<file path="src/hdl/its_pkg.sv">
// ----------------------------------------------------------------------------
// its_pkg
// Shared constants and types for the interval timer stack: stack geometry,
// register indexes, error codes, flag positions and the interfaces between
// the sequencer, the divider and the mark memory.
// ----------------------------------------------------------------------------
package its_pkg;

    localparam int STACK_DEPTH = 10;
    localparam int LVL_W       = $clog2(STACK_DEPTH + 1);
    localparam int IDX_W       = (STACK_DEPTH > 1) ? $clog2(STACK_DEPTH) : 1;

    localparam int DATA_W      = 32;
    localparam int TICKS_W     = 23;
    localparam int ERR_W       = 2;
    localparam int FLAGS_W     = 4;
    localparam int CFG_IDX_W   = 1;
    localparam int S_TDATA_W   = 72;
    localparam int M_TDATA_W   = 72;

    localparam logic [DATA_W-1:0]  SCALE_DIVISOR     = 32'd1000;
    localparam logic [TICKS_W-1:0] TICKS_RESET       = 23'd1193;
    localparam logic [DATA_W-1:0]  WRAP_RESET        = 32'd3600140;

    // The product with SCALE_RECIP shifted right by SCALE_SHIFT equals the
    // quotient by SCALE_DIVISOR for every 32-bit dividend.
    localparam logic [DATA_W-1:0]  SCALE_RECIP       = 32'd274877907;
    localparam int                 SCALE_SHIFT       = 38;

    localparam logic [CFG_IDX_W-1:0] REG_TICKS_PER_MS      = 1'b0;
    localparam logic [CFG_IDX_W-1:0] REG_WRAP_INCREMENT_MS = 1'b1;

    localparam logic OP_CLOCK = 1'b0;
    localparam logic OP_STACK = 1'b1;

    localparam int FLAG_PUSH = 0;
    localparam int FLAG_POP  = 1;
    localparam int FLAG_READ = 2;
    localparam int FLAG_SET  = 3;

    localparam logic [ERR_W-1:0] ERR_NONE     = 2'd0;
    localparam logic [ERR_W-1:0] ERR_OVERFLOW = 2'd1;
    localparam logic [ERR_W-1:0] ERR_EMPTY    = 2'd2;

    typedef struct packed {
        logic              start;
        logic [DATA_W-1:0] dividend;
        logic [DATA_W-1:0] divisor;
    } div_req_t;

    typedef struct packed {
        logic              busy;
        logic              done;
        logic [DATA_W-1:0] quotient;
    } div_rsp_t;

    typedef struct packed {
        logic              rd_en;
        logic [IDX_W-1:0]  rd_addr;
        logic              wr_en;
        logic [IDX_W-1:0]  wr_addr;
        logic [DATA_W-1:0] wr_data;
    } mark_req_t;

endpackage

</file>
<file path="src/hdl/interval_timer_stack_core.sv">
// ----------------------------------------------------------------------------
// interval_timer_stack_core
// Millisecond clock built from samples of a free-running tick counter, with
// a stack of saved marks for measuring elapsed intervals.
// ----------------------------------------------------------------------------
// Channel   Direction  Contents
// s_        in         tuser: opcode; tdata: counter_sample, mode_flags,
//                      result_scale
// m_        out        tdata: elapsed, now_ms, error_code
// cfg_      in         write enable, register index, write data
//
// A clock read passes through a decode state, the 32-step restoring divider
// for the tick conversion and a completion state. A stack read or set adds
// an elapsed state, and a scaled read adds a multiply state and a scale
// state, the divide by 1000 being a reciprocal multiplication. An error or
// a plain push or pop goes from the decode state straight to completion.
// After reset the stack is empty and every mark reads zero until written.
// A new transaction is accepted from the cycle after a result is loaded, even
// while that result waits; a finished result is held until the output
// register is free.
// ----------------------------------------------------------------------------
module interval_timer_stack_core (
    input  logic                             aclk,
    input  logic                             aresetn,
    input  logic                             s_tvalid,
    output logic                             s_tready,
    // opcode
    input  logic                             s_tuser,
    // counter_sample, mode_flags, result_scale, zero fill
    input  logic [its_pkg::S_TDATA_W-1:0]    s_tdata,
    output logic                             m_tvalid,
    input  logic                             m_tready,
    // elapsed, now_ms, error_code, zero fill
    output logic [its_pkg::M_TDATA_W-1:0]    m_tdata,
    input  logic                             cfg_we,
    input  logic [its_pkg::CFG_IDX_W-1:0]    cfg_index,
    input  logic [its_pkg::DATA_W-1:0]       cfg_data
);
    import its_pkg::*;

    localparam logic [2:0] ST_IDLE        = 3'd0;
    localparam logic [2:0] ST_DECODE      = 3'd1;
    localparam logic [2:0] ST_CLK_DIV     = 3'd2;
    localparam logic [2:0] ST_ELAPSED     = 3'd3;
    localparam logic [2:0] ST_MUL         = 3'd4;
    localparam logic [2:0] ST_SCALE       = 3'd5;
    localparam logic [2:0] ST_DONE        = 3'd7;

    logic [2:0]         state_reg;
    logic [2:0]         state_next;

    logic [TICKS_W-1:0] ticks_reg;
    logic [DATA_W-1:0]  wrap_reg;
    logic [DATA_W-1:0]  last_reg;
    logic [DATA_W-1:0]  base_reg;
    logic [LVL_W-1:0]   level_reg;

    logic               opcode_reg;
    logic [DATA_W-1:0]  sample_reg;
    logic [FLAGS_W-1:0] flags_reg;
    logic [DATA_W-1:0]  scale_reg;
    logic [IDX_W-1:0]   top_reg;

    logic [DATA_W-1:0]  elapsed_reg;
    logic [DATA_W-1:0]  now_reg;
    logic [ERR_W-1:0]   err_reg;

    logic               m_valid_reg;
    logic [DATA_W-1:0]  out_elapsed_reg;
    logic [DATA_W-1:0]  out_now_reg;
    logic [ERR_W-1:0]   out_err_reg;

    logic [ERR_W-1:0]   err;
    logic [LVL_W-1:0]   top_level;
    logic               needs_clock;
    logic               clock_start;
    logic               out_load;
    logic [DATA_W-1:0]  now_calc;
    logic [DATA_W-1:0]  prod_lo;
    logic [2*DATA_W-1:0] recip_prod;
    logic [DATA_W-1:0]  mark_rd;

    div_req_t           div_req;
    div_rsp_t           div_rsp;
    mark_req_t          mark_req;

    always_comb begin
        err = ERR_NONE;
        if (opcode_reg == OP_STACK) begin
            if (flags_reg[FLAG_PUSH]) begin
                if (level_reg >= LVL_W'(STACK_DEPTH)) begin
                    err = ERR_OVERFLOW;
                end
            end else if (level_reg == '0) begin
                err = ERR_EMPTY;
            end
        end
    end

    assign top_level   = flags_reg[FLAG_PUSH] ? level_reg : level_reg - 1'b1;
    assign needs_clock = (opcode_reg == OP_CLOCK) ||
                         ((err == ERR_NONE) && (flags_reg[FLAG_READ] || flags_reg[FLAG_SET]));
    assign clock_start = (state_reg == ST_DECODE) && needs_clock;
    assign now_calc    = base_reg + div_rsp.quotient;
    assign prod_lo     = elapsed_reg * scale_reg;
    assign recip_prod  = (2*DATA_W)'(elapsed_reg) * (2*DATA_W)'(SCALE_RECIP);
    assign out_load    = (state_reg == ST_DONE) && (!m_valid_reg || m_tready);

    assign div_req.start    = clock_start;
    assign div_req.dividend = sample_reg;
    assign div_req.divisor  = {{(DATA_W-TICKS_W){1'b0}}, ticks_reg};

    assign mark_req.rd_en   = (state_reg == ST_DECODE) && (opcode_reg == OP_STACK) &&
                              (err == ERR_NONE);
    assign mark_req.rd_addr = top_level[IDX_W-1:0];
    assign mark_req.wr_en   = (state_reg == ST_CLK_DIV) && div_rsp.done &&
                              (opcode_reg == OP_STACK) && flags_reg[FLAG_SET];
    assign mark_req.wr_addr = top_reg;
    assign mark_req.wr_data = now_calc;

    its_divider u_divider (
        .aclk    (aclk),
        .aresetn (aresetn),
        .req     (div_req),
        .rsp     (div_rsp)
    );

    its_mark_ram u_mark_ram (
        .aclk    (aclk),
        .aresetn (aresetn),
        .req     (mark_req),
        .rd_data (mark_rd)
    );

    always_comb begin
        state_next = state_reg;
        case (state_reg)
            ST_IDLE: begin
                if (s_tvalid) begin
                    state_next = ST_DECODE;
                end
            end
            ST_DECODE: begin
                state_next = needs_clock ? ST_CLK_DIV : ST_DONE;
            end
            ST_CLK_DIV: begin
                if (div_rsp.done) begin
                    state_next = (opcode_reg == OP_CLOCK) ? ST_DONE : ST_ELAPSED;
                end
            end
            ST_ELAPSED: begin
                if (flags_reg[FLAG_READ] && (scale_reg != '0)) begin
                    state_next = ST_MUL;
                end else begin
                    state_next = ST_DONE;
                end
            end
            ST_MUL: begin
                state_next = ST_SCALE;
            end
            ST_SCALE: begin
                state_next = ST_DONE;
            end
            ST_DONE: begin
                if (out_load) begin
                    state_next = ST_IDLE;
                end
            end
            default: begin
                state_next = ST_IDLE;
            end
        endcase
    end

    always_ff @(posedge aclk) begin
        if (!aresetn) begin
            state_reg   <= ST_IDLE;
            ticks_reg   <= TICKS_RESET;
            wrap_reg    <= WRAP_RESET;
            last_reg    <= '0;
            base_reg    <= '0;
            level_reg   <= '0;
            m_valid_reg <= 1'b0;
        end else begin
            state_reg <= state_next;
            if (cfg_we) begin
                case (cfg_index)
                    REG_TICKS_PER_MS:      ticks_reg <= cfg_data[TICKS_W-1:0];
                    REG_WRAP_INCREMENT_MS: wrap_reg  <= cfg_data;
                    default: begin
                    end
                endcase
            end
            if (clock_start) begin
                last_reg <= sample_reg;
                if (last_reg > sample_reg) begin
                    base_reg <= base_reg + wrap_reg;
                end
            end
            if ((state_reg == ST_DECODE) && (opcode_reg == OP_STACK) && (err == ERR_NONE)) begin
                level_reg <= level_reg + LVL_W'(flags_reg[FLAG_PUSH])
                                       - LVL_W'(flags_reg[FLAG_POP]);
            end
            if (out_load) begin
                m_valid_reg <= 1'b1;
            end else if (m_tready) begin
                m_valid_reg <= 1'b0;
            end
        end
    end

    always_ff @(posedge aclk) begin
        case (state_reg)
            ST_IDLE: begin
                if (s_tvalid) begin
                    opcode_reg <= s_tuser;
                    sample_reg <= s_tdata[31:0];
                    flags_reg  <= s_tdata[35:32];
                    scale_reg  <= s_tdata[67:36];
                end
            end
            ST_DECODE: begin
                elapsed_reg <= '0;
                now_reg     <= '0;
                err_reg     <= err;
                top_reg     <= top_level[IDX_W-1:0];
            end
            ST_CLK_DIV: begin
                if (div_rsp.done) begin
                    now_reg <= now_calc;
                end
            end
            ST_ELAPSED: begin
                if (flags_reg[FLAG_READ]) begin
                    elapsed_reg <= now_reg - mark_rd;
                end
            end
            ST_MUL: begin
                elapsed_reg <= prod_lo;
            end
            ST_SCALE: begin
                elapsed_reg <= DATA_W'(recip_prod >> SCALE_SHIFT);
            end
            default: begin
            end
        endcase
        if (out_load) begin
            out_elapsed_reg <= elapsed_reg;
            out_now_reg     <= now_reg;
            out_err_reg     <= err_reg;
        end
    end

    assign s_tready = (state_reg == ST_IDLE);
    assign m_tvalid = m_valid_reg;
    assign m_tdata  = {{(M_TDATA_W-2*DATA_W-ERR_W){1'b0}}, out_err_reg, out_now_reg,
                       out_elapsed_reg};

    assert property (@(posedge aclk) disable iff (!aresetn)
        level_reg <= LVL_W'(STACK_DEPTH))
        else $error("stack level beyond depth");

    assert property (@(posedge aclk) disable iff (!aresetn)
        div_rsp.busy |-> (state_reg == ST_CLK_DIV))
        else $error("divider busy outside the divide state");

    assert property (@(posedge aclk) disable iff (!aresetn)
        $rose(m_valid_reg) |-> $past(state_reg) == ST_DONE)
        else $error("result raised outside completion");

    assert property (@(posedge aclk) disable iff (!aresetn)
        (m_valid_reg && (out_err_reg != ERR_NONE)) |->
        (out_elapsed_reg == '0) && (out_now_reg == '0))
        else $error("error result carries time values");

endmodule

</file>
<file path="src/hdl/its_divider.sv">
// ----------------------------------------------------------------------------
// its_divider
// Restoring unsigned divider, one quotient bit per cycle. A zero divisor
// yields a quotient of all ones.
// ----------------------------------------------------------------------------
module its_divider (
    input  logic             aclk,
    input  logic             aresetn,
    input  its_pkg::div_req_t req,
    output its_pkg::div_rsp_t rsp
);
    import its_pkg::*;

    localparam int CNT_W = $clog2(DATA_W);

    logic              busy_reg;
    logic              done_reg;
    logic [CNT_W-1:0]  count_reg;
    logic [DATA_W-1:0] rem_reg;
    logic [DATA_W-1:0] quo_reg;
    logic [DATA_W-1:0] div_reg;
    logic [DATA_W:0]   shifted;
    logic [DATA_W:0]   diff;
    logic              fits;

    assign shifted = {rem_reg, quo_reg[DATA_W-1]};
    assign diff    = shifted - {1'b0, div_reg};
    assign fits    = !diff[DATA_W];

    always_ff @(posedge aclk) begin
        if (!aresetn) begin
            busy_reg  <= 1'b0;
            done_reg  <= 1'b0;
            count_reg <= '0;
        end else if (req.start) begin
            busy_reg  <= 1'b1;
            done_reg  <= 1'b0;
            count_reg <= '0;
        end else if (busy_reg) begin
            count_reg <= count_reg + 1'b1;
            if (count_reg == CNT_W'(DATA_W - 1)) begin
                busy_reg <= 1'b0;
                done_reg <= 1'b1;
            end
        end else begin
            done_reg <= 1'b0;
        end
    end

    always_ff @(posedge aclk) begin
        if (req.start) begin
            rem_reg <= '0;
            quo_reg <= req.dividend;
            div_reg <= req.divisor;
        end else if (busy_reg) begin
            rem_reg <= fits ? diff[DATA_W-1:0] : shifted[DATA_W-1:0];
            quo_reg <= {quo_reg[DATA_W-2:0], fits};
        end
    end

    assign rsp.busy     = busy_reg;
    assign rsp.done     = done_reg;
    assign rsp.quotient = quo_reg;

endmodule

</file>
<file path="src/hdl/its_mark_ram.sv">
// ----------------------------------------------------------------------------
// its_mark_ram
// Storage for the stack of millisecond marks: one write and one registered
// read per cycle. Entries never written since reset read as zero.
// ----------------------------------------------------------------------------
module its_mark_ram (
    input  logic                      aclk,
    input  logic                      aresetn,
    input  its_pkg::mark_req_t        req,
    output logic [its_pkg::DATA_W-1:0] rd_data
);
    import its_pkg::*;

    logic [DATA_W-1:0]      mem [STACK_DEPTH];
    logic [STACK_DEPTH-1:0] valid_reg;
    logic [DATA_W-1:0]      rd_q_reg;
    logic                   rd_valid_reg;

    always_ff @(posedge aclk) begin
        if (req.wr_en) begin
            mem[req.wr_addr] <= req.wr_data;
        end
        if (req.rd_en) begin
            rd_q_reg <= mem[req.rd_addr];
        end
    end

    always_ff @(posedge aclk) begin
        if (!aresetn) begin
            valid_reg    <= '0;
            rd_valid_reg <= 1'b0;
        end else begin
            if (req.wr_en) begin
                valid_reg[req.wr_addr] <= 1'b1;
            end
            if (req.rd_en) begin
                rd_valid_reg <= valid_reg[req.rd_addr];
            end
        end
    end

    assign rd_data = rd_valid_reg ? rd_q_reg : '0;

endmodule
</file>
<file path="config.mk">
export PLATFORM = sky130hd
export DESIGN_NAME = interval_timer_stack_core
export DESIGN_NICKNAME = d
export VERILOG_FILES = /design/src/hdl/its_pkg.sv /design/src/hdl/interval_timer_stack_core.sv /design/src/hdl/its_divider.sv /design/src/hdl/its_mark_ram.sv
export SDC_FILE = /design/constraint.sdc
export NUM_CORES = 2
export LEC_CHECK = 0
export BUFFER_PORTS_ARGS = -buffer_cell sky130_fd_sc_hd__buf_2
export CAP_MARGIN = 20
export CORE_ASPECT_RATIO = 0.5
export CORE_MARGIN = 3
export CORE_UTILIZATION = 45
export CTS_CLUSTER_DIAMETER = 200
export CTS_CLUSTER_SIZE = 28
export DETAILED_ROUTE_END_ITERATION = 10
export GPL_ROUTABILITY_DRIVEN = 0
export PLACE_DENSITY = 0.6
export SYNTH_ARGS = -nofsm -noshare
export SYNTH_HDL_FRONTEND = slang
export SYNTH_SLANG_ARGS = --single-unit
</file>
<file path="constraint.sdc">
create_clock -name aclk -period 11.62 [get_ports aclk]
set_input_delay 0 -clock aclk [delete_from_list [all_inputs] [get_ports aclk]]
set_output_delay 0 -clock aclk [all_outputs]
set_load 0.005 [all_outputs]
</file>
# Word-level counts from Yosys, hierarchy flattened
# Memory sizes are Yosys's and may differ from the RTL's. A register that Yosys moved wholly into a read port is not among the register bits.
# Index checks and enable logic that the tools add are counted.
[op_classes]
bitwise_logic = 5
order_cmp = 5
n_eq_ne = 11
mux = 31
reduce_logical = 32
mul = 2
n_addsub = 8
[op_table]
columns = ["op", "count"]
rows = [
  ["32-bit 2-to-1 mux", 6],
  ["32-bit one-hot mux with 4 select lines", 1],
  ["32-bit adder", 2],
  ["32-bit one-hot mux with 2 select lines", 1],
  ["32-bit by 29-bit multiplier with 61-bit output (second input constant)", 1],
  ["33-bit by 23-bit subtractor with 33-bit output", 1],
  ["32-bit greater-than comparator", 1],
  ["32-bit by 32-bit multiplier with 32-bit output", 1],
  ["32-bit nonzero test", 1],
  ["32-bit subtractor", 1],
  ["3-bit one-hot mux with 7 select lines", 1],
  ["3-bit 2-to-1 mux", 5],
  ["2-bit AND reduction", 6],
  ["1-bit logical AND", 10],
  ["4-bit by 5-bit less-than comparator with 1-bit output (second input constant)", 2],
  ["1-bit 2-to-1 mux", 10],
  ["10-bit bitwise OR", 1],
  ["3-bit equality test (second input constant)", 3],
  ["2-bit 2-to-1 mux", 4],
  ["3-bit by 2-bit equality test with 1-bit output (second input constant)", 2],
  ["2-bit != test (second input constant)", 3],
  ["2-bit nonzero test", 3],
  ["5-bit by 1-bit adder with 5-bit output (second input constant)", 1],
  ["5-bit equality test (second input constant)", 1],
  ["other kinds (20)", 26],
]
[totals]
ramBits = 320
mem_count = 1
wordCells = 121
inputBits = 111
out_inout_bits = 74
regBits = 437
[memory_table]
columns = ["name", "words", "word_bits", "rd", "rd_clocked_by_memory_dff", "wr", "line_no", "text"]
rows = [
  ["u_mark_ram.mem", 10, 32, 1, 1, 1, "its_mark_ram.sv:14", "logic [DATA_W-1:0] mem [STACK_DEPTH];"],
]

# Logic depth before layout (Yosys ltp)
[logic_depth]
word_depth = 9
mapped_depth = 29
mapped_depth_nobuf = 27

# Cells and area by module
# Synthesis repeated with hierarchy kept, for this count alone.
[unflattened]
hier_cells = 5987
area_unflattened_um2 = 66323.6
[by_module_without_submodules]
columns = ["mod", "seq_area_each_um2", "area_each_um2", "instances", "cells_per_inst"]
rows = [
  ["interval_timer_stack_core", 8698.3, 46878.7, 1, 4871],
  ["its_mark_ram", 10790.3, 13610.6, 1, 556],
  ["its_divider", 2702.6, 5834.3, 1, 560],
]

# Least setup slack after synthesis
# OpenSTA, ideal clock, no wires.
[synth_path]
path_kind = "reg-to-reg"
from = "register elapsed_reg[9]"
to = "register elapsed_reg[31] (data pin)"
n_path_buf = 1
setup_slack_ns = 4.412
stages_incl_launch_ff = 27
required_time_ns = 11.349
setup_ns = 0.271
t_arrival_ns = 6.936
period_less_slack_ns = 7.208
path_cell_list = "edfxtp_1 clkbuf_1 nand2_1 fa_1 inv_1 fa_1 fa_1 inv_1 fa_1 inv_1 fa_1 inv_1 fa_1 inv_1 fa_1 fa_1 ha_1 a21o_1 a21o_1 a21oi_1 o22ai_1 o31ai_1 nand2b_1 a41o_1 o41ai_2 xnor2_1 o22ai_1"
[synth_via]
elab_chain_cells = 2
[synth_lines]
columns = ["item", "line_no", "text"]
rows = [
  ["start: declaration", "interval_timer_stack_core.sv:64", "logic [DATA_W-1:0] elapsed_reg;"],
  ["start signal: assignment", "interval_timer_stack_core.sv:235", "elapsed_reg <= now_reg - mark_rd;"],
  ["start signal: assignment", "interval_timer_stack_core.sv:239", "elapsed_reg <= prod_lo;"],
  ["start signal: assignment", "interval_timer_stack_core.sv:242", "elapsed_reg <= DATA_W'(recip_prod >> SCALE_SHIFT);"],
  ["32-bit by 32-bit multiplier with 32-bit output", "interval_timer_stack_core.sv:105", "assign prod_lo = elapsed_reg * scale_reg;"],
  ["32-bit one-hot mux with 4 select lines", "interval_timer_stack_core.sv:213", "case (state_reg)"],
]
# No other way between the ends.
# A chain may end at the register's enable or synchronous reset.

# Worst setup path after layout
[layout_path]
from = "register elapsed_reg[21]"
to = "register elapsed_reg[18] (data pin)"
[layout_via]
elab_chain_cells = 2
[layout_lines]
columns = ["item", "line_no", "text"]
rows = [
  ["32-bit by 29-bit multiplier with 61-bit output", "interval_timer_stack_core.sv:106", "assign recip_prod = (2*DATA_W)'(elapsed_reg) * (2*DATA_W)'(SCALE_RECIP);"],
  ["32-bit one-hot mux with 4 select lines", "interval_timer_stack_core.sv:213", ""],
]
# No other way between the ends.

==> summary by stage <==
Synthesis
edfxtp_1 takes more of the synthesized area than any other cell. The most used flip-flop cell after synthesis is edfxtp_1. By count the netlist is led by inv_1, fa_1, nand2_1, ha_1, edfxtp_1. Counting flops with an async set or reset pin after synthesis yields a share of 0. The count of unique library cells instantiated by Yosys is 79. The warning count from the yosys run is 0. Summing every instance area after synthesis gives 65650 um2. The synthesized area divided by synthesized cell count is 10.77 um2. The cell count after synthesis is 6095. Sorting the synthesized cells by area gives the leading types as edfxtp_1, fa_1, ha_1, inv_1, dfxtp_1. For this run, the register share of the synthesized area comes to 0.3339.

The number of synthesized flops with an enable pin is 612. Of the post-synthesis cell area, the dominant cell type holds 0.2799. The leading cell type by number of instances after synthesis is inv_1. The synthesized design contains 789 register bits.

Timing
Adding up every negative setup slack in the final design gives 0 ns. Setup repair after global routing left no endpoint under its margin. The final setup violation count is 0.

The final setup skew is 0.05373 ns. The worst path in the final design needs a cycle of 8.830 ns, including I/O delays and setup. Measured against its own limit, the worst slew margin works out to 0.2023. For this run, the top clock speed supported by timing is 113.3 MHz. The total count of max-transition violations in the final report was 0. Of the available clock period, the critical path in the final layout requires 0.7599.

The number of hold violations in the final report is 0. At the pin with the least slew margin, the transition time is 1.186 ns.

Min path
Along the worst hold path, the cell count comes to 2. The kind of path behind the tightest hold check is input port to register.

Critical path
The critical path data arrival time is 9.26 ns. The worst register-to-register path has a depth of 24. Along the worst path, the maximum fanout reaches 15. STA puts the critical path data required time at 12.05 ns. The critical path is of the register to register type.

The worst setup path is captured at a register. The worst setup path is launched from a register.

Clock network
The buffers inserted during post-CTS setup optimization is 0. In this run the number of H-tree levels came out at 2. No sink is reached through more buffers than the 3 on the longest clock path.

After clock tree synthesis, the repair step resized 0 gates. Clock tree synthesis selected as its root buffer the cell clkbuf_16. The latest clock arrival within the worst-skew pair is 0.65 ns. The clock tree from TritonCTS is yes. Clock-pin slew was measured on the worst setup and hold paths at 0.14 ns. Clock tree synthesis found a total of 789 sinks. The number of buffers added by the clock tree synthesis step is 34.

Route
The count of nets left with antenna violations once routing finished came out at 0. In this run, the number of DRC markers left after iteration 0 of detailed routing was 3281. The routed via count is 44768. The first detailed-routing pass ran for 6 iterations. The total wire length after detailed routing is 176.6 mm. After detailed routing, the average wire length per cell comes to 21.32 um. The remaining routing DRC violations is 0. Using the TritonRoute via totals, the vias-per-cell ratio works out to 5.407.

Flow run
The number of max-cap violations is 0.

Final layout
In the final layout, the share of cells above drive strength 1 is 0.06211. The final layout contains 7804 nets. The area added between synthesis and finish is 8.351%. The register with the most flip-flops in the layout has 320 of them. The register containing the most flip-flops in the final layout is u_mark_ram.mem.

Placement
The final HPWL from detailed placement is 127.9 mm. Port buffering added 174 buffers.

Die
In this run the horizontal extent of the chip is 546.2 um. The floorplan step defined a die boundary enclosing 150800 um2. 185 I/O pins were placed. Measured along the y axis, the die boundary spans 276.1 um.

For this configuration, the core starts out at a cell density of 0.4564. The number of rows in the core area is 98. The region available for standard cell placement spans 143800 um2.

GRT
The global-route congestion overflow total is 0. The overall track demand over capacity in global routing is 0.2340. Entering global routing, the biggest net connects 88 pins.

The via count of the first global-routing pass was 46855. The number of antenna violations at the first check in global routing is 4. The first global-routing pass estimated 275.3 mm of wire.

Status
The flow ran to the end, and the final reports show no timing, DRC or antenna violations.
[final cells by class]
class	instances	area, um2
tap	1950	2440
clock buffer	49	907.1
multi-input combinational	4067	39140
timing repair buffer	386	2760
sequential	789	21920
fill	12978	72700
inverter	1031	3871
antenna	3	7.507
clock inverter	5	86.33
[critical path, stage by stage (launching register included)]
cell	delay [ns]
edfxtp_1	0.96
buf_4	0.38
ha_1	0.29
fa_1	0.41
fa_1	0.49
inv_1	0.05
fa_1	0.47
inv_1	0.05
fa_1	0.48
fa_1	0.45
fa_1	0.53
inv_1	0.05
fa_1	0.47
inv_1	0.04
ha_1	0.38
and2_1	0.21
o2111ai_1	0.24
a211oi_1	0.40
nor3_1	0.23
o31ai_1	0.57
nor3b_1	0.43
nor2_1	0.17
o21ba_2	0.25
a31o_2	0.24
a221o_1	0.33
[stage by stage]
step	std cells	utilization	setup WS [ns]	cell area [um2]	hold WS (ns)
global placement	8099	0.4791	3.032	68900	0.1783
finish	8280	0.4946	2.790	71130	0.05183
CTS	8264	0.4937	2.948	71010	0.01530
global route	8277	0.4945	2.425	71130	0.02294
detailed placement	8100	0.4791	2.997	68910	0.1781
floorplan	6100	-	4.412	65670	0.09887
[per-layer routing]
layer	share of wire	global-route usage
met2	0.46	0.3848
met5	0.000040	0
met4	0.023	0.05067
met3	0.071	0.03615
met1	0.44	0.3280
[final timing paths]
path	from	end	slack, ns
worst max-delay path	elapsed_reg[21]	elapsed_reg[18]	2.79
worst min-delay path	s_tdata[48]	scale_reg[12]	0.05
worst max register to register	elapsed_reg[21]	elapsed_reg[18]	2.79
worst min register to register	ticks_reg[3]	u_divider.div_reg[3]	0.44
[cell usage in the layout, fill, tap and decap left out, types with 24 or more instances in the layout]
| cell | count |
|---|---|
| nor2b_1 | 24 |
| and3_1 | 48 |
| and2_1 | 306 |
| nand2_1 | 707 |
| buf_2 | 174 |
| o21a_1 | 48 |
| a21o_1 | 74 |
| mux4_2 | 33 |
| edfxtp_1 | 612 |
| mux2i_1 | 183 |
| o21bai_1 | 24 |
| nor2_1 | 157 |
| inv_1 | 1028 |
| dlygate4sd3_1 | 111 |
| xor2_1 | 59 |
| dfxtp_1 | 176 |
| nand2b_1 | 47 |
| ha_1 | 673 |
| buf_4 | 100 |
| o21ai_0 | 140 |
| a211oi_1 | 39 |
| a31oi_1 | 25 |
| nand3_1 | 53 |
| clkbuf_16 | 34 |
| fa_1 | 711 |
| nand4_1 | 28 |
| a21oi_1 | 287 |
| xnor2_1 | 159 |
| nor3_1 | 26 |
[cells by family (layout without fill, tap and decap cells)]
logic type,after synthesis,in the layout,share of synthesized area
xor+xnor,222,222,0.02962
compound gates,769,769,0.07299
mux,217,217,0.03937
simple gates,1469,1469,0.1063
buf+inv,1244,1471,0.07273
other cells,1,9,0.00005712
fa+ha+maj,1384,1384,0.3451
flops,789,789,0.3339
[timing repair]
item	4_1_cts	5_1_grt
hold buffers	110	1
hold endpoints to repair	141	2
endpoints found under the setup margin	0	0
Power is not shown: default switching activity piles up to over one toggle a cycle in this logic, so the estimate is an artifact.
